===== config.mk =====
export PLATFORM = sky130hd
export DESIGN_NAME = pse_ram
export DESIGN_NICKNAME = d
export VERILOG_FILES = /design/src/design/polynomial_store_eval_multiply_unit_assert.svh /design/src/design/pse_ram.sv
export SDC_FILE = /design/constraint.sdc
export NUM_CORES = 2
export LEC_CHECK = 0
export BUFFER_PORTS_ARGS = -buffer_cell sky130_fd_sc_hd__buf_2
export CAP_MARGIN = 20
export CORE_ASPECT_RATIO = 0.6
export CORE_MARGIN = 1
export CORE_UTILIZATION = 67
export CTS_CLUSTER_SIZE = 28
export DETAILED_ROUTE_END_ITERATION = 16
export PLACE_DENSITY = 0.95
export SKIP_LAST_GASP = 1
export SLEW_MARGIN = 20
export SYNTH_ARGS = -nofsm -noshare
export SYNTH_HDL_FRONTEND = slang
export SYNTH_SLANG_ARGS = --single-unit

===== constraint.sdc =====
create_clock -name aclk -period 6.2 [get_ports aclk]
set_clock_uncertainty 0.05 [all_clocks]
set_input_delay 0.31 -clock aclk [delete_from_list [all_inputs] [get_ports aclk]]
set_output_delay 0.31 -clock aclk [all_outputs]
set_load 0.05 [all_outputs]

===== src/design/polynomial_store_eval_multiply_unit_assert.svh =====
// Assertion macros for the polynomial store unit.
// No dependencies; expects aclk and aresetn in the including module.
`ifndef POLYNOMIAL_STORE_EVAL_MULTIPLY_UNIT_ASSERT_SVH
`define POLYNOMIAL_STORE_EVAL_MULTIPLY_UNIT_ASSERT_SVH
`ifndef SYNTHESIS
`define PSE_ASSERT_ALWAYS(label, cond, msg) \
    label: assert property (@(posedge aclk) disable iff (!aresetn) (cond)) else $error(msg);
`define PSE_ASSERT_IMPL(label, ante, cons, msg) \
    label: assert property (@(posedge aclk) disable iff (!aresetn) (ante) |-> (cons)) \
        else $error(msg);
`define PSE_ASSERT_NEXT(label, ante, cons, msg) \
    label: assert property (@(posedge aclk) disable iff (!aresetn) (ante) |=> (cons)) \
        else $error(msg);
`else
`define PSE_ASSERT_ALWAYS(label, cond, msg)
`define PSE_ASSERT_IMPL(label, ante, cons, msg)
`define PSE_ASSERT_NEXT(label, ante, cons, msg)
`endif
`endif


===== src/design/pse_ram.sv =====
// Generic simple dual-port RAM: one write port, one read port, registered read.
// No dependencies.
module pse_ram #(
    parameter int DEPTH = 64,
    parameter int WIDTH = 32
) (
    input  logic                     aclk,
    input  logic                     we,
    input  logic [$clog2(DEPTH)-1:0] waddr,
    input  logic [WIDTH-1:0]         wdata,
    input  logic [$clog2(DEPTH)-1:0] raddr,
    output logic [WIDTH-1:0]         rdata
);

    logic [WIDTH-1:0] mem [DEPTH];
    logic [WIDTH-1:0] rdata_reg;

    always_ff @(posedge aclk) begin
        if (we) begin
            mem[waddr] <= wdata;
        end
        rdata_reg <= mem[raddr];
    end

    assign rdata = rdata_reg;

endmodule


==> flow_metrics.tcl <==
set metrics [dict create \
    status "finished, final reports clean" \
    synthFlopType "edfxtp_1" \
    drt_iter0_drc 8473 \
    dp_cells 4839 \
    rsz0062_at_grt "false" \
    synthCells 3324 \
    slew_headroom 0.168 \
    p_int_mw 22.0 \
    fin_crit_ns 3.30 \
    critPathLaunchType "input pin" \
    slew_viol_final 0 \
    pwr-share-comb 0.056 \
    critical_path_class "input pin to flip-flop" \
    tightest_slew_ns 1.24 \
    grt_pass1_wl_mm 328 \
    avgSynthCellArea_um2 23.6 \
    vdd_drop_max_mv 0.304 \
    overflow 0 \
    fp.dieW_um 444 \
    hold_violations 0 \
    setup_viol 0 \
    drt-pass1-iter-count 7 \
    synth-edff-count 2048 \
    synthesis.nets 3370 \
    yosys_warnings 0 \
    synth-xor-area-share 0 \
    routabilityCongestion 0.857 \
    final.fill_count 5369 \
    clk_latency_ns 0.83 \
    via_count 41500 \
    wl_met1_mm 71.5 \
    synth_top_cell_area_share 0.783 \
    netlist_area_um2 78500 \
    grt_util_all_layers 0.414 \
    async_flop_share 0 \
    synth_compound_area_frac 0.0167 \
    hp-class "input pin to flip-flop" \
    syn_to_final_growth_pct 10.7 \
    synth_simple_gate_area_frac 0.0127 \
    port_buffers 77 \
    synth_cell_type_count 34 \
    ys_ff_latch 2080 \
    post_drt_wl_per_cell_um 46.5 \
    yosysMostFrequentCell "edfxtp_1" \
    cts_num_sinks 2080 \
    cts_resized 0 \
    power.switching_mw 6.37 \
    tns_ns 0 \
    crit_fanout 69 \
    die-area_um2 119000 \
    crit_required_ns 6.81 \
    yosysTopAreaCell "edfxtp_1" \
    avgViaCountPerCell 8.04 \
    synth_common_cells "2048 x edfxtp_1, 544 x mux4_2, 137 x nor2_1" \
    drc 0 \
    drive_above_1_share 0.284 \
    dp_hpwl_mm 124 \
    fp-row-count 96 \
    io_pins 78 \
    layout.nets 3536 \
    final_cell_count_no_fill 5158 \
    root_buffer "clkbuf_16" \
    ys_seq_area_frac 0.791 \
    dieHeight_um 267 \
    worst_slack_ns 2.90 \
    yosys-top-cells-area "edfxtp_1 78%, mux4_2 16%, mux2i_1 1.2%" \
    wl_met3_mm 39.6 \
    p_leak_nw 26.9 \
    h-tree-depth 4 \
    p_per_area_nw_per_um2 326 \
    design.core.area_um2 115000 \
    clk_pin_slew_ns 0.07 \
    p_seq_frac 0.553 \
    post-cts-setup-buffers 0 \
    ant_nets 0 \
    grt_pass1_vias 41700 \
    cts_max_path_buffers 3 \
    place_ws_ns 2.24 \
    clkPwrFrac 0.391 \
    end_kind "flip-flop" \
    fmax_mhz 303 \
    start_util 0.682 \
    fin_area_um2 86900 \
    largest_reg_flops 2048 \
    total_power_mw 28.3 \
    antenna_found_initial 16 \
    place_area_um2 81300 \
    synthAdderAreaFrac 0 \
    dr_wl_met2_mm 111 \
    synthMuxAreaShare 0.168 \
    wirelength_mm 240 \
    grt_max_degree 87 \
    drv_cap 0 \
    sw_frac_of_total 0.225 \
    cts_made_buffers 168 \
    holdBufCountCts 0 \
    cts_tree "yes" \
    fin_crit_sh 0.532 \
    synth_top_family_by_area "multiplexers" \
    highest_layer "met5" \
    cp_data_arrival_time_ns 3.91 \
]
critical path, stage by stage:
cell	delay, ns
buf_8	0.65
buf_4	0.59
nand3b_1	0.80
o221ai_1	0.46
a21oi_1	0.10
a21oi_1	0.79
nor2_1	0.11
cell type report:
cell class | instances | area [um2] | share of cell area
antenna | 8 | 20.0 | 0.000230
clock buffer | 222 | 4600 | 0.0530
clock inverter | 89 | 851 | 0.00979
multi-input combinational | 1062 | 16000 | 0.184
sequential | 2080 | 62100 | 0.715
tap | 1519 | 1900 | 0.0219
timing repair buffer | 178 | 1400 | 0.0161
layout by cell type (no fill, tap or decap), types with 5 or more instances in the layout:
cell	count
a21oi_1	62
a22oi_1	12
a311oi_1	8
buf_12	11
buf_2	43
buf_4	120
bufinv_16	15
clkbuf_1	41
clkbuf_16	174
clkbuf_8	7
clkinv_1	31
clkinv_2	25
clkinvlp_4	5
dfxtp_1	32
diode_2	8
edfxtp_1	2048
inv_6	11
mux2i_1	93
mux4_2	544
nand2_1	26
nand2b_1	7
nand3_1	5
nand3b_1	5
nor2_1	75
nor2_4	62
nor2b_1	14
nor3_1	5
o221ai_1	27
o22ai_1	84
metrics by stage:
stage | utilization | hold WS (ns)
5_1_grt | 0.754 | 0.0153
3_5_place_dp | 0.706 | 0.679
6_report | 0.754 | 0.00800
3_3_place_gp | 0.706 | 0.642
2_1_floorplan | - | 0.359
4_1_cts | 0.753 | 0.117
per-layer routing:
layer / vias up / GRT usage
li1: 14600 / -
met1: 20800 / 0.534
met2: 5067 / 0.636
met3: 1068 / 0.124
met4: 16 / 0.245
met5: - / 0
power by group through the flow:
stage | Sequential [mW] | Combinational [mW] | Clock [mW]
after global routing | 15.6 | 1.60 | 11.5
after detailed placement | 16.0 | 1.49 | 0
after global placement | 15.9 | 1.40 | 0
after CTS | 15.7 | 1.54 | 11.0
after floorplan | 16.0 | 0.757 | 0
final | 15.7 | 1.59 | 11.1
kinds of logic (layout without fill, tap and decap cells):
kind of cell    count (synthesis)  in the layout
simple gates                  223            223
other cells                     0              8
buf+inv                       182            489
compound gates                202            202
flops                        2080           2080
mux                           637            637
path summary, 6_finish.rpt:
path	start	to	slack (ns)	cells past startpoint
hold / removal	wdata[12]	mem[41][12]	0.008	1
hold reg to reg	mem[13][17]	rdata[17]	0.72	4
setup reg to reg	mem[11][18]	rdata[18]	3.67	4
setup / recovery	raddr[0]	rdata[21]	2.90	7
(Power assumes the default switching activity.)
