**config.mk**
```make
export PLATFORM = sky130hd
export DESIGN_NAME = pse_qmul
export DESIGN_NICKNAME = d
export VERILOG_FILES = /design/src/design/polynomial_store_eval_multiply_unit_assert.svh /design/src/design/pse_pkg.sv /design/src/design/pse_qmul.sv
export SDC_FILE = /design/constraint.sdc
export NUM_CORES = 2
export LEC_CHECK = 0
export BUFFER_PORTS_ARGS = -buffer_cell sky130_fd_sc_hd__buf_2
export CORE_UTILIZATION = 65
export DETAILED_ROUTE_END_ITERATION = 10
export PLACE_DENSITY = 0.83
export SKIP_LAST_GASP = 1
export SYNTH_ARGS = -nofsm -noshare
export SYNTH_HDL_FRONTEND = slang
export SYNTH_SLANG_ARGS = --single-unit
```
**constraint.sdc**
```tcl
create_clock -name aclk -period 12.8 [get_ports aclk]
set_input_delay 2.56 -clock aclk [delete_from_list [all_inputs] [get_ports aclk]]
set_output_delay 2.56 -clock aclk [all_outputs]
set_load 0.02 [all_outputs]
```
**src/design/polynomial_store_eval_multiply_unit_assert.svh**
```systemverilog
// Assertion macros for the polynomial store unit.
// No dependencies; expects aclk and aresetn in the including module.
`ifndef POLYNOMIAL_STORE_EVAL_MULTIPLY_UNIT_ASSERT_SVH
`define POLYNOMIAL_STORE_EVAL_MULTIPLY_UNIT_ASSERT_SVH
`ifndef SYNTHESIS
`define PSE_ASSERT_ALWAYS(label, cond, msg) \
    label: assert property (@(posedge aclk) disable iff (!aresetn) (cond)) else $error(msg);
`define PSE_ASSERT_IMPL(label, ante, cons, msg) \
    label: assert property (@(posedge aclk) disable iff (!aresetn) (ante) |-> (cons)) \
        else $error(msg);
`define PSE_ASSERT_NEXT(label, ante, cons, msg) \
    label: assert property (@(posedge aclk) disable iff (!aresetn) (ante) |=> (cons)) \
        else $error(msg);
`else
`define PSE_ASSERT_ALWAYS(label, cond, msg)
`define PSE_ASSERT_IMPL(label, ante, cons, msg)
`define PSE_ASSERT_NEXT(label, ante, cons, msg)
`endif
`endif

```
**src/design/pse_pkg.sv**
```systemverilog
// Shared types, constants and Q16.16 arithmetic helpers for the polynomial store.
// No dependencies.
package pse_pkg;

    localparam int MAX_TERMS = 64;
    localparam int ADDR_W    = $clog2(MAX_TERMS);
    localparam int CNT_W     = $clog2(MAX_TERMS + 1);
    localparam int DEG_W     = 6;
    localparam int COEFF_W   = 32;
    localparam int TOP_W     = 7;
    // wide enough for count + degree and for the 7-bit top degree wrap
    localparam int EXT_W     = ((CNT_W > DEG_W) ? CNT_W : DEG_W) + 1;

    typedef enum logic [1:0] {
        CMD_ADD    = 2'd0,
        CMD_EVAL   = 2'd1,
        CMD_MUL    = 2'd2,
        CMD_COMMIT = 2'd3
    } cmd_t;

    typedef enum logic [1:0] {
        STAT_OK    = 2'd0,
        STAT_RANGE = 2'd1,
        STAT_SAT   = 2'd2
    } status_t;

    typedef enum logic [2:0] {
        S_IDLE,
        S_ADD_WR,
        S_EVAL_MUL,
        S_EVAL_ADD,
        S_MUL_RUN,
        S_DONE
    } fsm_t;

    typedef struct packed {
        logic [COEFF_W-1:0] value;
        logic               sat;
    } q_res_t;

    // floor((p + 2^15) / 2^16), saturated to 32 bits
    function automatic q_res_t q_round_sat(input logic signed [63:0] p);
        logic [64:0] r;
        logic [48:0] s;
        q_res_t      res;
        r = {p[63], p} + 65'd32768;
        s = r[64:16];
        if ((&s[48:31]) || !(|s[48:31])) begin
            res.value = s[31:0];
            res.sat   = 1'b0;
        end else begin
            res.value = s[48] ? 32'h8000_0000 : 32'h7FFF_FFFF;
            res.sat   = 1'b1;
        end
        return res;
    endfunction

    function automatic q_res_t q_add_sat(input logic [COEFF_W-1:0] a,
                                         input logic [COEFF_W-1:0] b);
        logic [COEFF_W:0] s;
        q_res_t           res;
        s = {a[COEFF_W-1], a} + {b[COEFF_W-1], b};
        if (s[COEFF_W] != s[COEFF_W-1]) begin
            res.value = s[COEFF_W] ? 32'h8000_0000 : 32'h7FFF_FFFF;
            res.sat   = 1'b1;
        end else begin
            res.value = s[COEFF_W-1:0];
            res.sat   = 1'b0;
        end
        return res;
    endfunction

endpackage

```
**src/design/pse_qmul.sv**
```systemverilog
// Registered 32x32 signed multiplier with Q16.16 rounding and saturation on the output.
// Depends on pse_pkg.
module pse_qmul
    import pse_pkg::*;
(
    input  logic                      aclk,
    input  logic                      en,
    input  logic signed [COEFF_W-1:0] a,
    input  logic signed [COEFF_W-1:0] b,
    output q_res_t                    res
);

    logic signed [2*COEFF_W-1:0] prod_reg;

    always_ff @(posedge aclk) begin
        if (en) begin
            prod_reg <= a * b;
        end
    end

    // rounding and clamp sit in the cycle after the multiply
    assign res = q_round_sat(prod_reg);

endmodule

```
==> flow_metrics.py <==
metrics = {
    "outcome": {
        "status": "complete, no violations",
    },
    "cts": {
        "cts_root_buf": "clkbuf_16",
        "hold_buffers": 0,
        "clock_sinks": 49,
        "cts_buffers": 5,
        "cts_resized": 0,
        "cts_tree": "yes",
        "h-tree-depth": 2,
        "postCtsSetupRepairBufs": 0,
        "clockBufferDepth": 2,
        "clk_pin_slew_ns": 0.06,
    },
    "floorplan": {
        "die_height_um": 245.5,
        "design.portCount": 99,
        "rows": 88,
        "die_w_um": 245.5,
        "initial_core_util": 0.6629,
        "core-area_um2": 58140,
        "dieArea_um2": 60270,
    },
    "critical_path": {
        "cp-end-kind": "flop",
        "start_kind": "input port",
        "worstSetupPathType": "in -> reg",
        "critPathMaxFanout": 32,
        "crit_required_ns": 12.85,
        "cp.arrival_ns": 11.09,
        "crit_path_start": "b[5]",
    },
    "cells_and_area": {
        "fill_cells": 4423,
        "drive_gt1_frac": 0.04104,
        "largest_reg_flops": 49,
        "area_growth_pct": 2.188,
        "fin_area_um2": 39380,
        "final_nets": 5274,
    },
    "placement": {
        "hpwl_um": 78210,
        "dp_slack_ns": 1.555,
        "port_buffers": 98,
        "post_dp_cell_area_um2": 39210,
        "place.gp.congestion": 0.9735,
    },
    "global_route": {
        "use_met2": 0.5831,
        "grt_max_degree": 50,
        "grt_remaining_overflow": 0,
        "grt_pass1_vias": 30560,
        "grt_busiest_layer": "met2",
        "grt_use_met3": 0.05555,
        "grt_pass1_wl_um": 161200,
        "grtUsageTotal": 0.3510,
        "use_met1": 0.4152,
        "antenna_found_initial": 6,
    },
    "yosys": {
        "synth_top_cells_by_count": "fa_1 (1081), inv_1 (968), nand2_1 (534)",
        "synthAdderAreaFrac": 0.6203,
        "async_flop_share": 0,
        "synth_mux_area_frac": 0.0005519,
        "synth-simple-area-share": 0.1638,
        "synthXorXnorAreaFrac": 0.02269,
        "syn-num-nets": 5368,
        "synthDistinctLibCells": 70,
        "yosysMostFrequentCell": "fa_1",
        "yosysWarnings": 0,
        "synth_edf_count": 49,
        "synth_compound_area_frac": 0.03785,
        "synth_top_family_by_area": "adder cells",
        "syn_area_per_cell_um2": 9.539,
        "synth_area_leaders": "fa_1 (56%), inv_1 (9.4%), and2_1 (8.4%)",
        "synth_flop_cell": "edfxtp_1",
        "synth_seq_cells": 49,
        "synth_cells": 4040,
        "netlist_area_um2": 38540,
        "synth_top_area_frac": 0.5615,
        "yosysSeqAreaShare": 0.03818,
        "yosysTopAreaCell": "fa_1",
    },
    "timing": {
        "whs_ns": 2.898,
        "period_needed_ns": 11.05,
        "max_clock_freq_ghz": 0.09051,
        "rsz0062_at_grt": "no",
        "timing.setup.tns_ns": 0,
        "slew_viol_final": 0,
        "finalWorstSetupSlack_ns": 1.752,
        "hold_viol_final": 0,
        "setup_viol": 0,
        "slew_headroom": 0.3259,
        "fin_crit_sh": 0.8631,
        "tightestPinTransition_ns": 1.009,
    },
    "routing": {
        "drtAntennaViolNets": 0,
        "vias": 27560,
        "wl_per_cell_um": 21.00,
        "post_drt_via_cell_ratio": 5.844,
        "first_pass_iters": 5,
        "drc": 0,
        "drt_iter0_drc": 2139,
        "wirelength_um": 99030,
    },
    "worst_hold_path": {
        "whs_path_depth": 2,
        "hold_end": "prod_reg[62]",
        "worstHoldStart": "en",
        "hp-class": "in -> reg",
    },
    "flow_run": {
        "drv_cap": 0,
    },
}
routing by layer:
layer / part of all wire / vias to the layer above
met5: 0.00045 / -
met4: 0.089 / 6
met3: 0.083 / 431
met2: 0.49 / 1379
met1: 0.33 / 14260
li1: - / 11480
logic make-up after synthesis:
kind of cell | count (synthesis)
simple gates | 1235
compound gates | 215
fa+ha+maj | 1262
flops | 49
mux | 2
xor+xnor | 99
buf+inv | 1178
critical path, stage by stage:
cell and delay [ns]:
buf_2 0.51, nand2_1 0.27, inv_1 0.15, fa_1 0.39, inv_1 0.27, fa_1 0.47, inv_1 0.25, fa_1 0.50
fa_1 0.88, inv_1 0.39, fa_1 0.59, inv_1 0.06, fa_1 0.54, inv_1 0.06, fa_1 0.48, inv_1 0.05
fa_1 0.45, ha_1 0.36, a21o_1 0.20, a21o_1 0.16, a21oi_1 0.25, nand2_1 0.08, a211oi_1 0.22, a21boi_0 0.29
a211o_1 0.37, a21oi_1 0.18, xnor2_1 0.08
cell usage in the layout (no fill, tap or decap), types with 3 or more instances in the layout:
| cell type | instances |
|---|---|
| a21o_1 | 24 |
| nor2_1 | 46 |
| clkbuf_16 | 5 |
| nor2b_1 | 5 |
| nor4_1 | 5 |
| a21boi_0 | 4 |
| ha_1 | 181 |
| a31oi_1 | 11 |
| nand2b_1 | 10 |
| nand2_1 | 534 |
| o21a_1 | 6 |
| nand3_1 | 31 |
| buf_4 | 9 |
| xnor2_1 | 58 |
| a211oi_1 | 4 |
| inv_1 | 968 |
| fa_1 | 1081 |
| o2111ai_1 | 6 |
| a21oi_2 | 30 |
| diode_2 | 4 |
| o21ai_0 | 28 |
| nor3_1 | 16 |
| edfxtp_1 | 49 |
| a2111oi_0 | 4 |
| and3_1 | 16 |
| a21oi_1 | 61 |
| or2_2 | 3 |
| nand4_1 | 28 |
| o31ai_1 | 6 |
| o21bai_1 | 8 |
| and2_1 | 518 |
| or4_1 | 3 |
| buf_2 | 98 |
| xor2_1 | 40 |
worst max-delay path by stage:
stage,end
after floorplan,prod_reg[62]
after global placement,prod_reg[62]
after detailed placement,prod_reg[60]
after CTS,prod_reg[62]
after global routing,prod_reg[62]
final,prod_reg[62]
final cells by class:
type | count | area (um^2) | area share
Antenna cell | 4 | 10.01 | 0.0002542
Multi-Input combinational cell | 2813 | 32580 | 0.8273
Inverter | 970 | 3641 | 0.09245
Sequential cell | 49 | 1471 | 0.03736
Timing Repair Buffer | 107 | 558.0 | 0.01417
Clock buffer | 6 | 128.9 | 0.003272
Clock inverter | 2 | 33.78 | 0.0008578
Tap cell | 765 | 957.2 | 0.02430
through the flow:
step | cells | util
2_1_floorplan | 4040 | -
3_3_place_gp | 4704 | 0.6745
3_5_place_dp | 4704 | 0.6745
4_1_cts | 4712 | 0.6773
5_1_grt | 4714 | 0.6773
6_report | 4716 | 0.6774
Power is not shown: default switching activity piles up to over one toggle a cycle in this logic, so the estimate is an artifact.
